### src/hdl/alirf_pkg.sv
`timescale 1ns / 1ps
// alirf_pkg: command and status codes, field widths and the result struct
// shared by the array list core and its sequencer; no dependencies
package alirf_pkg;

    // field widths
    localparam int CMD_W   = 2;
    localparam int POS_W   = 7;
    localparam int DATA_W  = 32;
    localparam int STAT_W  = 2;
    localparam int FPOS_W  = 6;
    localparam int COUNT_W = 7;

    // packed stream widths, rounded up to whole bytes
    localparam int S_TDATA_W = 48;
    localparam int M_TDATA_W = 16;

    // command codes
    localparam logic [CMD_W-1:0] CMD_INSERT = 2'd0;
    localparam logic [CMD_W-1:0] CMD_REMOVE = 2'd1;
    localparam logic [CMD_W-1:0] CMD_FIND   = 2'd2;

    // status codes
    localparam logic [STAT_W-1:0] ST_OK    = 2'd0;
    localparam logic [STAT_W-1:0] ST_RANGE = 2'd1;
    localparam logic [STAT_W-1:0] ST_FULL  = 2'd2;
    localparam logic [STAT_W-1:0] ST_MISS  = 2'd3;

    // one result word
    typedef struct packed {
        logic [COUNT_W-1:0] count;
        logic [FPOS_W-1:0]  found_position;
        logic [STAT_W-1:0]  status;
    } res_t;

endpackage

### src/hdl/array_list_insert_remove_find_core.sv
`timescale 1ns / 1ps
// Ordered list of signed 32-bit words: insert, remove and find commands.
// Commands enter on the s_ stream, one result word per command leaves on m_.
// Usage notes:
//   s_tdata carries command, position and data_value; m_tdata carries
//   status, found_position and count (the list length after the command).
//   Each command that passes its checks walks the entry memory through one
//   shared step and compare unit, one entry per cycle, since the memory has
//   a single read and a single write port.
//   Insert moves the entries from the end down to the position up by one,
//   then writes the value; remove moves the entries above the position down
//   by one; find reads from entry 0 up to the first match or the end; errors
//   and the unused command go straight to the result.
//   s_tready is high only while no command is in progress; the next command
//   can be taken in the cycle after the result moves into the output register.
//   If the receiver stalls, the result waits in the output register; the
//   sequencer finishes the following command and holds it until that
//   register frees.
//   Reset (aresetn low, synchronous) empties the list; no clearing pass
//   is needed since entries at or above the length are never read.
// Depends on alirf_pkg, alirf_seq, alirf_unit and alirf_ram.
module array_list_insert_remove_find_core #(
    parameter int CAPACITY = 64
) (
    input  logic                              aclk,
    input  logic                              aresetn,
    input  logic                              s_tvalid,
    output logic                              s_tready,
    // command [1:0], position [8:2], data_value [40:9], zero [47:41]
    input  logic [alirf_pkg::S_TDATA_W-1:0]   s_tdata,
    output logic                              m_tvalid,
    input  logic                              m_tready,
    // status [1:0], found_position [7:2], count [14:8], zero [15]
    output logic [alirf_pkg::M_TDATA_W-1:0]   m_tdata
);

    localparam int AW = $clog2(CAPACITY);

    logic                          ram_we;
    logic [AW-1:0]                 ram_waddr;
    logic [alirf_pkg::DATA_W-1:0]  ram_wdata;
    logic                          ram_re;
    logic [AW-1:0]                 ram_raddr;
    logic [alirf_pkg::DATA_W-1:0]  ram_rdata;
    logic                          res_valid;
    logic                          res_ready;
    alirf_pkg::res_t               res;

    logic                          m_tvalid_reg, m_tvalid_next;
    alirf_pkg::res_t               m_res_reg, m_res_next;

    // sequencer
    alirf_seq #(
        .CAPACITY (CAPACITY)
    ) u_seq (
        .aclk      (aclk),
        .aresetn   (aresetn),
        .in_valid  (s_tvalid),
        .in_ready  (s_tready),
        .in_cmd    (s_tdata[1:0]),
        .in_pos    (s_tdata[8:2]),
        .in_val    (s_tdata[40:9]),
        .ram_we    (ram_we),
        .ram_waddr (ram_waddr),
        .ram_wdata (ram_wdata),
        .ram_re    (ram_re),
        .ram_raddr (ram_raddr),
        .ram_rdata (ram_rdata),
        .res_valid (res_valid),
        .res_ready (res_ready),
        .res       (res)
    );

    // entry storage
    alirf_ram #(
        .CAPACITY (CAPACITY)
    ) u_ram (
        .aclk  (aclk),
        .we    (ram_we),
        .waddr (ram_waddr),
        .wdata (ram_wdata),
        .re    (ram_re),
        .raddr (ram_raddr),
        .rdata (ram_rdata)
    );

    // output register
    assign res_ready = !m_tvalid_reg || m_tready;

    always_comb begin
        m_tvalid_next = m_tvalid_reg;
        m_res_next    = m_res_reg;
        if (res_ready) begin
            m_tvalid_next = res_valid;
            if (res_valid) begin
                m_res_next = res;
            end
        end
    end

    always_ff @(posedge aclk) begin
        if (!aresetn) begin
            m_tvalid_reg <= 1'b0;
        end else begin
            m_tvalid_reg <= m_tvalid_next;
        end
    end

    always_ff @(posedge aclk) begin
        m_res_reg <= m_res_next;
    end

    assign m_tvalid = m_tvalid_reg;
    assign m_tdata  = {1'b0, m_res_reg};

endmodule

### src/hdl/alirf_ram.sv
`timescale 1ns / 1ps
// alirf_ram: entry storage, one write port and one read port with
// registered read data; uses alirf_pkg for the data width
module alirf_ram #(
    parameter int CAPACITY = 64
) (
    input  logic                         aclk,
    input  logic                         we,
    input  logic [$clog2(CAPACITY)-1:0]  waddr,
    input  logic [alirf_pkg::DATA_W-1:0] wdata,
    input  logic                         re,
    input  logic [$clog2(CAPACITY)-1:0]  raddr,
    output logic [alirf_pkg::DATA_W-1:0] rdata
);

    logic [alirf_pkg::DATA_W-1:0] mem [CAPACITY];
    logic [alirf_pkg::DATA_W-1:0] rdata_reg;

    // write port
    always_ff @(posedge aclk) begin
        if (we) begin
            mem[waddr] <= wdata;
        end
    end

    // registered read port
    always_ff @(posedge aclk) begin
        if (re) begin
            rdata_reg <= mem[raddr];
        end
    end

    assign rdata = rdata_reg;

endmodule

### src/hdl/alirf_unit.sv
`timescale 1ns / 1ps
// alirf_unit: shared step unit of the sequencer, index step up or down
// and the equality compare of a read entry; uses alirf_pkg
module alirf_unit #(
    parameter int LW = 7
) (
    input  logic [LW-1:0]                idx,
    input  logic                         up,
    input  logic [alirf_pkg::DATA_W-1:0] a,
    input  logic [alirf_pkg::DATA_W-1:0] b,
    output logic [LW-1:0]                idx_step,
    output logic                         equal
);

    localparam logic [LW-1:0] ONE = LW'(1);

    // index step
    assign idx_step = up ? (idx + ONE) : (idx - ONE);

    // entry compare
    assign equal = (a == b);

endmodule

### src/hdl/alirf_seq.sv
`timescale 1ns / 1ps
// alirf_seq: command sequencer with the length counter; walks the entry
// memory one entry per cycle through alirf_unit; uses alirf_pkg
module alirf_seq #(
    parameter int CAPACITY = 64
) (
    input  logic                          aclk,
    input  logic                          aresetn,
    // command side
    input  logic                          in_valid,
    output logic                          in_ready,
    input  logic [alirf_pkg::CMD_W-1:0]   in_cmd,
    input  logic [alirf_pkg::POS_W-1:0]   in_pos,
    input  logic [alirf_pkg::DATA_W-1:0]  in_val,
    // memory side
    output logic                          ram_we,
    output logic [$clog2(CAPACITY)-1:0]   ram_waddr,
    output logic [alirf_pkg::DATA_W-1:0]  ram_wdata,
    output logic                          ram_re,
    output logic [$clog2(CAPACITY)-1:0]   ram_raddr,
    input  logic [alirf_pkg::DATA_W-1:0]  ram_rdata,
    // result side
    output logic                          res_valid,
    input  logic                          res_ready,
    output alirf_pkg::res_t               res
);

    localparam int AW = $clog2(CAPACITY);
    localparam int LW = $clog2(CAPACITY + 1);
    localparam int CW = (LW > alirf_pkg::POS_W) ? LW : alirf_pkg::POS_W;
    localparam logic [LW-1:0] ONE_L = LW'(1);
    localparam logic [CW-1:0] CAP_C = CW'(CAPACITY);

    localparam logic [1:0] S_IDLE  = 2'd0;
    localparam logic [1:0] S_CHECK = 2'd1;
    localparam logic [1:0] S_RUN   = 2'd2;
    localparam logic [1:0] S_FIN   = 2'd3;

    logic [1:0]                      state_reg, state_next;
    logic [alirf_pkg::CMD_W-1:0]     cmd_reg, cmd_next;
    logic [alirf_pkg::POS_W-1:0]     pos_reg, pos_next;
    logic [alirf_pkg::DATA_W-1:0]    val_reg, val_next;
    logic [LW-1:0]                   len_reg, len_next;
    logic [LW-1:0]                   idx_reg, idx_next;
    logic                            pend_reg, pend_next;
    logic [AW-1:0]                   pend_addr_reg, pend_addr_next;
    logic [alirf_pkg::STAT_W-1:0]    status_reg, status_next;
    logic [AW-1:0]                   where_reg, where_next;

    logic [CW-1:0] pos_ext;
    logic [CW-1:0] len_ext;
    logic [CW-1:0] idx_ext;
    logic [CW-1:0] where_ext;
    logic [LW-1:0] idx_step;
    logic          step_up;
    logic          equal;

    assign pos_ext   = CW'(pos_reg);
    assign len_ext   = CW'(len_reg);
    assign idx_ext   = CW'(idx_reg);
    assign where_ext = CW'(where_reg);
    assign step_up   = (cmd_reg != alirf_pkg::CMD_INSERT);

    // shared step and compare unit
    alirf_unit #(
        .LW (LW)
    ) u_unit (
        .idx      (idx_reg),
        .up       (step_up),
        .a        (ram_rdata),
        .b        (val_reg),
        .idx_step (idx_step),
        .equal    (equal)
    );

    // sequencer next state
    always_comb begin
        state_next     = state_reg;
        cmd_next       = cmd_reg;
        pos_next       = pos_reg;
        val_next       = val_reg;
        len_next       = len_reg;
        idx_next       = idx_reg;
        pend_next      = pend_reg;
        pend_addr_next = pend_addr_reg;
        status_next    = status_reg;
        where_next     = where_reg;
        in_ready       = 1'b0;
        res_valid      = 1'b0;
        ram_we         = 1'b0;
        ram_waddr      = pend_addr_reg;
        ram_wdata      = ram_rdata;
        ram_re         = 1'b0;
        ram_raddr      = idx_reg[AW-1:0];

        unique case (state_reg)
            S_IDLE: begin
                in_ready = 1'b1;
                if (in_valid) begin
                    cmd_next   = in_cmd;
                    pos_next   = in_pos;
                    val_next   = in_val;
                    state_next = S_CHECK;
                end
            end
            S_CHECK: begin
                where_next  = '0;
                pend_next   = 1'b0;
                status_next = alirf_pkg::ST_OK;
                case (cmd_reg)
                    alirf_pkg::CMD_INSERT: begin
                        idx_next = len_reg;
                        if (pos_ext > len_ext) begin
                            status_next = alirf_pkg::ST_RANGE;
                            state_next  = S_FIN;
                        end else if (len_ext >= CAP_C) begin
                            status_next = alirf_pkg::ST_FULL;
                            state_next  = S_FIN;
                        end else begin
                            state_next = S_RUN;
                        end
                    end
                    alirf_pkg::CMD_REMOVE: begin
                        idx_next = pos_ext[LW-1:0];
                        if (pos_ext >= len_ext) begin
                            status_next = alirf_pkg::ST_RANGE;
                            state_next  = S_FIN;
                        end else begin
                            state_next = S_RUN;
                        end
                    end
                    alirf_pkg::CMD_FIND: begin
                        idx_next   = '0;
                        state_next = S_RUN;
                    end
                    default: begin
                        state_next = S_FIN;
                    end
                endcase
            end
            S_RUN: begin
                pend_next = 1'b0;
                case (cmd_reg)
                    alirf_pkg::CMD_INSERT: begin
                        // move entry idx-1 up to idx, then drop the value in
                        ram_we = pend_reg;
                        if (idx_ext > pos_ext) begin
                            ram_re         = 1'b1;
                            ram_raddr      = idx_step[AW-1:0];
                            pend_next      = 1'b1;
                            pend_addr_next = idx_reg[AW-1:0];
                            idx_next       = idx_step;
                        end else if (!pend_reg) begin
                            ram_we      = 1'b1;
                            ram_waddr   = pos_ext[AW-1:0];
                            ram_wdata   = val_reg;
                            len_next    = len_reg + ONE_L;
                            status_next = alirf_pkg::ST_OK;
                            state_next  = S_FIN;
                        end
                    end
                    alirf_pkg::CMD_REMOVE: begin
                        // move entry idx+1 down to idx
                        ram_we = pend_reg;
                        if (idx_step < len_reg) begin
                            ram_re         = 1'b1;
                            ram_raddr      = idx_step[AW-1:0];
                            pend_next      = 1'b1;
                            pend_addr_next = idx_reg[AW-1:0];
                            idx_next       = idx_step;
                        end else if (!pend_reg) begin
                            len_next    = len_reg - ONE_L;
                            status_next = alirf_pkg::ST_OK;
                            state_next  = S_FIN;
                        end
                    end
                    default: begin
                        // find: read ahead one entry, compare the last one read
                        if (pend_reg && equal) begin
                            status_next = alirf_pkg::ST_OK;
                            where_next  = pend_addr_reg;
                            state_next  = S_FIN;
                        end else if (idx_reg < len_reg) begin
                            ram_re         = 1'b1;
                            ram_raddr      = idx_reg[AW-1:0];
                            pend_next      = 1'b1;
                            pend_addr_next = idx_reg[AW-1:0];
                            idx_next       = idx_step;
                        end else if (!pend_reg) begin
                            status_next = alirf_pkg::ST_MISS;
                            state_next  = S_FIN;
                        end
                    end
                endcase
            end
            S_FIN: begin
                res_valid = 1'b1;
                if (res_ready) begin
                    state_next = S_IDLE;
                end
            end
            default: begin
                state_next = S_IDLE;
            end
        endcase
    end

    // control registers
    always_ff @(posedge aclk) begin
        if (!aresetn) begin
            state_reg <= S_IDLE;
            len_reg   <= '0;
            pend_reg  <= 1'b0;
        end else begin
            state_reg <= state_next;
            len_reg   <= len_next;
            pend_reg  <= pend_next;
        end
    end

    // payload registers
    always_ff @(posedge aclk) begin
        cmd_reg       <= cmd_next;
        pos_reg       <= pos_next;
        val_reg       <= val_next;
        idx_reg       <= idx_next;
        pend_addr_reg <= pend_addr_next;
        status_reg    <= status_next;
        where_reg     <= where_next;
    end

    // result word
    always_comb begin
        res.status         = status_reg;
        res.found_position = where_ext[alirf_pkg::FPOS_W-1:0];
        res.count          = len_ext[alirf_pkg::COUNT_W-1:0];
    end

endmodule

### config.mk
export PLATFORM = sky130hd
export DESIGN_NAME = array_list_insert_remove_find_core
export DESIGN_NICKNAME = d
export VERILOG_FILES = /design/src/hdl/alirf_pkg.sv /design/src/hdl/array_list_insert_remove_find_core.sv /design/src/hdl/alirf_ram.sv /design/src/hdl/alirf_unit.sv /design/src/hdl/alirf_seq.sv
export SDC_FILE = /design/constraint.sdc
export NUM_CORES = 2
export LEC_CHECK = 0
export BUFFER_PORTS_ARGS = -buffer_cell sky130_fd_sc_hd__buf_2
export CORE_ASPECT_RATIO = 1.1
export CORE_UTILIZATION = 38
export DETAILED_ROUTE_END_ITERATION = 6
export GPL_ROUTABILITY_DRIVEN = 0
export GPL_TIMING_DRIVEN = 0
export PLACE_DENSITY = 0.59
export REMOVE_ABC_BUFFERS = 1
export SLEW_MARGIN = 5
export SYNTH_ARGS = -nofsm -noshare
export SYNTH_HDL_FRONTEND = slang
export SYNTH_SLANG_ARGS = --single-unit
### constraint.sdc
create_clock -name aclk -period 5.9 [get_ports aclk]
set_input_delay 0.59 -clock aclk [delete_from_list [all_inputs] [get_ports aclk]]
set_output_delay 0.59 -clock aclk [all_outputs]
set_load 0.03 [all_outputs]
; ---- Word-level counts from Yosys, hierarchy flattened
; Memory sizes are Yosys's and may differ from the RTL's. A register that Yosys moved wholly into a read port is not among the register bits.
; Cells that the tools add are included.
[word_totals]
ff_bits = 88
latchBits = 0
mem_bits_rw = 2048
rom_bits = 0
in_bits = 52
out_inout_bits = 18
wordCells = 141
n_memories = 1
[op_classes]
addsub = 4
multipliers = 0
div_mod_pow = 0
order_cmp = 6
n_eq_ne = 26
n_shift = 0
mux = 72
bitwise = 0
n_reduce_logical = 18
[memory_table]
columns = memory, words, word_bits, read_ports, rd_ports_with_merged_regs, wr, line
row1 = u_ram.mem, 64, 32, 1, 1, 1, alirf_ram.sv:16  ; logic [alirf_pkg::DATA_W-1:0] mem [CAPACITY];
[op_table]
columns = op, n
row1 = $mux 32, 4
row2 = $mux 6, 13
row3 = $mux 7, 9
row4 = $pmux 7 s2, 3
row5 = $pmux 6 s2, 3
row6 = $eq 32x32->1, 1
row7 = $mux 2, 16
row8 = $pmux 7 s3, 1
row9 = $pmux 2 s2, 4
row10 = $reduce_and 5->1, 3
row11 = $add 7x1->7 const B, 2
row12 = $gt 7x7->1, 2
row13 = $lt 7x7->1, 2
row14 = $mux 1, 14
row15 = $ne 2x2->1 const B, 7
row16 = $sub 7x1->7 const B, 2
row17 = $reduce_and 6->1, 2
row18 = $ne 3x3->1 const B, 3
row19 = $pmux 2 s4, 1
row20 = $ge 7x7->1, 1
row21 = $ge 7x7->1 const B, 1
row22 = $eq 2x2->1 const B, 3
row23 = $ne 2x1->1 const B, 3
row24 = $ne 3x2->1 const B, 2
row25 = 17 further kinds, 24

; ---- Logic depth before layout (Yosys ltp)
[depth]
ltp_word = 6
mapped_depth = 28
depth_no_buf = 20

; ---- Cells and area by module
; Synthesis repeated with hierarchy kept, for this count alone.
[hier_totals]
hier_cells = 3960
area_unflattened_um2 = 84677.5
[modules_own_cells]
columns = mod, instances, cells_each, area_per_inst_um2, seq_area_each_um2
row1 = alirf_ram, 1, 3511, 79359.9, 62459.9
row2 = alirf_seq, 1, 351, 4206.5, 2062.0
row3 = alirf_unit, 1, 76, 591.8, 0.0
row4 = array_list_insert_remove_find_core, 1, 22, 519.2, 470.5

; ---- Worst setup path after synthesis
; No wires, ideal clock.
[synth_timing]
path_kind = register to register
startpoint = reg u_seq.cmd_reg[0] (netlist name)
endpoint = reg u_ram.rdata_reg (netlist bit u_ram.rdata[1]), read port of u_ram.mem (data pin)
setup_ns = 0.274
arrival_time_ns = 5.316
t_required_ns = 5.626
setup_slack_ns = 0.311
path_stages_with_launch = 27
path_cell_list = edfxtp_1 -> inv_1 -> ha_1 -> buf_2 -> clkbuf_1 -> xor2_1 -> ha_1 -> a31oi_1 -> o22ai_1 -> o21ai_0 -> a32oi_1 -> xnor2_1 -> ha_1 -> a21oi_1 -> o22ai_1 -> a31o_4 -> nor3_2 -> a21o_1 -> buf_6 -> buf_4 -> buf_4 -> buf_2 -> mux4_2 -> nand2_1 -> o221ai_1 -> a221oi_1 -> o211ai_1
[synth_between]
elab_chain_len = 6
word_cells_on_any_way = 12
[synth_rtl]
columns = item, line
row1 = "start, declared", alirf_seq.sv:40  ; logic [alirf_pkg::CMD_W-1:0] cmd_reg, cmd_next;
row2 = "start signal, assigned", alirf_seq.sv:223  ; cmd_reg <= cmd_next;
row3 = $reduce_bool 2->1, alirf_seq.sv:62  ; assign step_up = (cmd_reg != alirf_pkg::CMD_INSERT);
row4 = $mux 7, alirf_unit.sv:18  ; assign idx_step = up ? (idx + ONE) : (idx - ONE);
row5 = $lt 7x7->1, alirf_seq.sv:165  ; if (idx_step < len_reg) begin
row6 = $mux 6 / $mux 1 (equally long branches), alirf_seq.sv:165
row7 = $pmux 6 s2 / $pmux 1 s2 (equally long branches), alirf_seq.sv:143  ; case (cmd_reg)
row8 = $mux 6 / $mux 1 (equally long branches), alirf_seq.sv:96  ; unique case (state_reg)
row9 = "end, declared", alirf_ram.sv:17  ; logic [alirf_pkg::DATA_W-1:0] rdata_reg;
; Several ways; a longest one is shown, not always the timed one.
; A chain may end at the register's enable or synchronous reset.

; ---- Final worst setup path
[layout_timing]
startpoint = reg u_seq.idx_reg[4] (netlist: u_seq.idx_ext[4])
endpoint = reg u_ram.rdata_reg (netlist bit u_ram.rdata[16]), read port of u_ram.mem (data pin)
[layout_between]
elab_chain_len = 6
word_cells_on_any_way = 16
[layout_rtl]
columns = item, line
row1 = "start, declared", alirf_seq.sv:44  ; logic [LW-1:0] idx_reg, idx_next;
row2 = "start signal, assigned", alirf_seq.sv:226  ; idx_reg <= idx_next;
row3 = $sub 7x1->7 / $add 7x1->7 (equally long branches), alirf_unit.sv:18
row4 = $mux 7, alirf_unit.sv:18
row5 = $lt 7x7->1, alirf_seq.sv:165
row6 = $mux 6 / $mux 1 (equally long branches), alirf_seq.sv:165
row7 = $pmux 6 s2 / $pmux 1 s2 (equally long branches), alirf_seq.sv:143
row8 = $mux 6 / $mux 1 (equally long branches), alirf_seq.sv:96
; Several ways; a longest one is shown, not always the timed one.

==> key figures <==
Power and ir drop
  – Leak pwr: around 0.033 uW
  – Switching share of total power: 33.2%
  – Clk pwr share: between 20% and 30%
  – PwrDens: slightly below 500 nW/um2
  – Share of total power in combinational logic: a little under two fifths
  – Switching power: about 17,000 uW
  – Cell internal power dissipation: ~34,000 uW
  – Maximum ir drop on the vdd rail: ~380 uV
  – Register share of total power: 36.4%

Drt
  – Detailed router's first-iteration violation count: 6,689
  – Overall routed net length: roughly 260,000 um
  – DR vias: between 40,000 and 50,000
  – DRT antenna net count: 0
  – Average detailed-routed wire length per instance: about 33 um
  – DRC: 1
  – Via density per instance: a little under 6
  – First-pass iteration count of the detailed router: 7

Synth
  – Dominant register cell in the synthesized netlist: edfxtp_1
  – Flip-flop and latch count after synthesis: about 2,200
  – Number of different library cells in the post-synthesis netlist: 80
  – Total of warnings raised by yosys: 0
  – Share of flip-flops with an asynchronous set or reset: 0%
  – Syn_area_per_cell: a little over 20 um2
  – EDFF count, synth: around 2,200
  – Synthesized cell area: approximately 85,000 um2
  – Sequential element share of the synthesized area: between 70% and 80%
  – Count of mapped cells out of synthesis: approximately 4,000

STA
  – Min Tclk post-route: roughly 6.9 ns
  – Max-slew violation count: 0
  – Setup TNS: -20.40 ns
  – # setup viols final: roughly 120
  – Slew @ Worst Pin: 1.48 ns
  – Max Clock Skew: 0.0300 ns
  – Final Hold Viols: 0
  – Remaining max-slew budget at the tightest pin: 0.848%
  – Setup repair after global routing missed its margin: yes
  – Part of the cycle the worst path needs: 116%
  – Worst Slack Setup Final: -0.973 ns
  – F_max: approximately 150 MHz

Job
  – MaxCap Viol Count: 1

Cells and area
  – Max reg flops: about 2,000
  – Area added between synthesis and finish: 21.3%
  – Final cell area excluding filler cells: between 100,000 and 150,000 um2
  – Count of non-filler cells in the finished layout: 7,701
  – Post-route core utilization: ~46%
  – Share of final-layout standard cells stronger than drive strength 1: between 20 and 30%
  – Final-stage net count: ~4,700

Global route
  – Global Route Usage Sum: between 20% and 30%
  – Wire length of the first global-routing pass: about 340,000 um
  – Pin count of the biggest net entering global routing: 65
  – Initial antenna violation count: 6
  – Number of global-route vias before repair: between 40,000 and 50,000
  – Total global routing overflow: 0

Worst setup path
  – Sort of element at the end of the critical path: flip-flop
  – Worst path bufs/invs: 7
  – Ordered list of cells on the worst path: inv_1 > or3_1 > a21oi_1 > a32oi_2 > xnor2_1 > ha_1 > a21oi_2 > buf_4 > o2111ai_4 > a21oi_4 > o21a_2 > nor2_1 > o211ai_1 > buf_4 > buf_6 > buf_6 > buf_6 > buf_4 > a22o_1 > a211oi_4 > o211ai_1 > or3_1
  – Kind of cell with the highest combined delay on the critical path: compound AO/OA/AOI/OAI gates
  – Arrival time at the worst endpoint: 7.59 ns
  – CP max stage cell: o211ai_1
  – Data required time of the worst path: 6.61 ns
  – Element type at the critical path start: flip-flop
  – CP max stage delay: between 1 and 1.5 ns
  – Worst setup path class: flip-flop to flip-flop
  – Maximum net fanout on the critical path: 13

Clock tree
  – Worst-skew pair later-pin latency: around 0.86 ns
  – Clk root buf: clkbuf_16
  – Number of levels in the clock H-tree: 4
  – CTS tree: yes
  – Clock tree sinks: between 2,000 and 2,500
  – Clock-pin slew on the worst setup and hold paths: roughly 0.07 ns
  – Clock Path Buffers: 3
  – Clock buffers created by TritonCTS: between 200 and 250

Floorplan
  – Total die area: around 220,000 um2
  – Initial cell density of the core: around two fifths
  – Area inside the core boundary: 221,000 um2
  – Floorplan row count: about 180
  – Die width: roughly 450 um
  – Ports placed on the boundary: 70
  – Die outline height: between 400 and 500 um

Outcome
  – Failing checks: design-rule violations, max-capacitance violations, negative setup slack
  – Status: complete, but fails checks

Placement
  – Detailed Place HPWL: approximately 150,000 um
  – Number of port buffers: 61
  – Number of placed cells counting well taps: between 7,000 and 8,000
  – Placed cell area: roughly 90,000 um2

Worst hold path
  – Worst hold path class: primary input to flip-flop
[worst paths after layout]
| path | start | endpoint | slack (ns) | cells past startpoint |
|---|---|---|---|---|
| min | s_tvalid | u_seq.state_reg[1] | 0.23 | 5 |
| max | u_seq.idx_ext[4] | u_ram.rdata[16] | -0.97 | 22 |
| min reg2reg | u_seq.where_reg[0] | m_tdata[2] | 0.43 | 0 |
| max reg2reg | u_seq.idx_ext[4] | u_ram.rdata[16] | -0.97 | 22 |
[power groups by stage]
| stage | Sequential, uW | Combinational [uW] | Clock [uW] |
|---|---|---|---|
| 6_report | 18500 | 19400 | 13000 |
| 5_1_grt | 18500 | 20100 | 13600 |
| 2_1_floorplan | 18600 | 7710 | 0 |
| 3_5_place_dp | 18900 | 15400 | 0 |
| 4_1_cts | 18500 | 18000 | 13100 |
| 3_3_place_gp | 18800 | 10300 | 0 |
[cells in the final DEF (no fill, tap or decap), types with 11 or more instances in the layout]
master,synthesis,layout
o22ai_1,103,93
edfxtp_1,2157,2157
clkbuf_16,0,224
a22oi_1,114,108
ha_1,41,38
nor2_4,0,69
nor2_1,117,43
bufbuf_16,0,22
clkinv_2,0,27
buf_4,37,141
clkinv_1,0,52
buf_6,30,19
nor3_1,14,11
a21o_1,16,15
a31oi_1,16,12
buf_16,0,84
clkbuf_1,59,50
xor2_1,37,37
dlygate4sd3_1,0,43
mux2i_1,213,213
nand4_1,12,12
a21oi_2,1,11
o211ai_1,34,34
a21oi_1,127,112
nand2_1,126,120
inv_1,33,31
buf_12,0,101
and3_1,11,11
buf_8,0,19
bufinv_16,0,13
a22o_1,14,12
o21ai_0,32,24
dfxtp_1,11,11
mux2_2,42,34
buf_2,84,61
mux4_2,394,395
nand3_1,20,19
[timing repair]
action,in CTS,in global routing
endpoints found under the setup margin,32,661
buffers inserted,80,97
pin swaps,49,64
cloned,32,9
hold endpoints to repair,43,0
resized for setup,106,117
hold buffers,43,0
[metrics by stage]
step | setup WS, ns | hold slack (ns) | power, uW
final | -0.973 | 0.225 | 50900
after global routing | -0.824 | 0.237 | 52200
after CTS | -0.497 | 0.168 | 49600
after detailed placement | -3.16 | 0.410 | 34300
after global placement | -46.30 | 0.402 | 29100
after floorplan | -21.70 | 0.400 | 26300
[synth_stat cells (10+ instances only)]
master | instances | area, um2
nand3_1 | 20 | 100
inv_1 | 33 | 124
edfxtp_1 | 2157 | 64800
dfxtp_1 | 11 | 220
buf_6 | 30 | 338
buf_4 | 37 | 278
a211oi_1 | 11 | 82.6
a22o_1 | 14 | 123
and2_1 | 12 | 75.1
mux2_2 | 42 | 473
ha_1 | 41 | 513
o22a_1 | 11 | 96.3
a221oi_1 | 11 | 96.3
mux2i_1 | 213 | 2130
o21a_1 | 12 | 90.1
o211ai_1 | 34 | 255
o22ai_1 | 103 | 644
and3_1 | 11 | 68.8
o221ai_1 | 16 | 140
nand2_1 | 126 | 473
clkbuf_1 | 59 | 221
a31oi_1 | 16 | 100
nor2b_1 | 10 | 62.6
nor2_1 | 117 | 439
o21ai_0 | 32 | 160
xor2_1 | 37 | 324
a21oi_1 | 127 | 636
mux4_2 | 394 | 8870
or4_1 | 10 | 75.1
nor3_1 | 14 | 70.1
a22oi_1 | 114 | 856
a21o_1 | 16 | 120
nand4_1 | 12 | 75.1
or3_1 | 13 | 81.3
buf_2 | 84 | 420
[per-layer routing]
layer	track usage, %	vias up	share of wire [%]
met3	3.74	546	8.7
met1	28.9	24300	38
met2	36.6	2550	49
met4	8.33	0	4.5
li1	-	18200	-
met5	0	-	0
[logic make-up after synthesis]
group | share of synthesized area [%]
buffers and inverters | 1.68
and+or+nand+nor | 2.08
adders and majority gates | 0.630
muxes | 13.7
xor gates and xnor gates | 0.476
other | 0.00443
DFF | 76.9
AOI/OAI and AO/OA | 4.58
[worst reg2reg max path: cells and delay by family, from the launching register on]
kind,cells,cell delay (ns)
AO/OA/AOI/OAI,10,3.03
XOR/XNOR,1,0.24
buffers and inverters,7,1.43
AND/OR/NAND/NOR,3,0.78
adder cells (fa/ha/maj),1,0.31
flip-flops,1,0.92
[final cells by class]
| class | instances | area, um2 |
|---|---|---|
| diodes | 3 | 7.51 |
| clock buffers | 266 | 5590 |
| flip-flops and latches | 2168 | 65000 |
| well taps | 2928 | 3660 |
| repair buffers | 498 | 7540 |
| fillers | 18200 | 118000 |
| clock inverters | 110 | 921 |
| multi-input cells | 1693 | 19700 |
| inverters | 35 | 131 |
(Power assumes the default switching activity.)
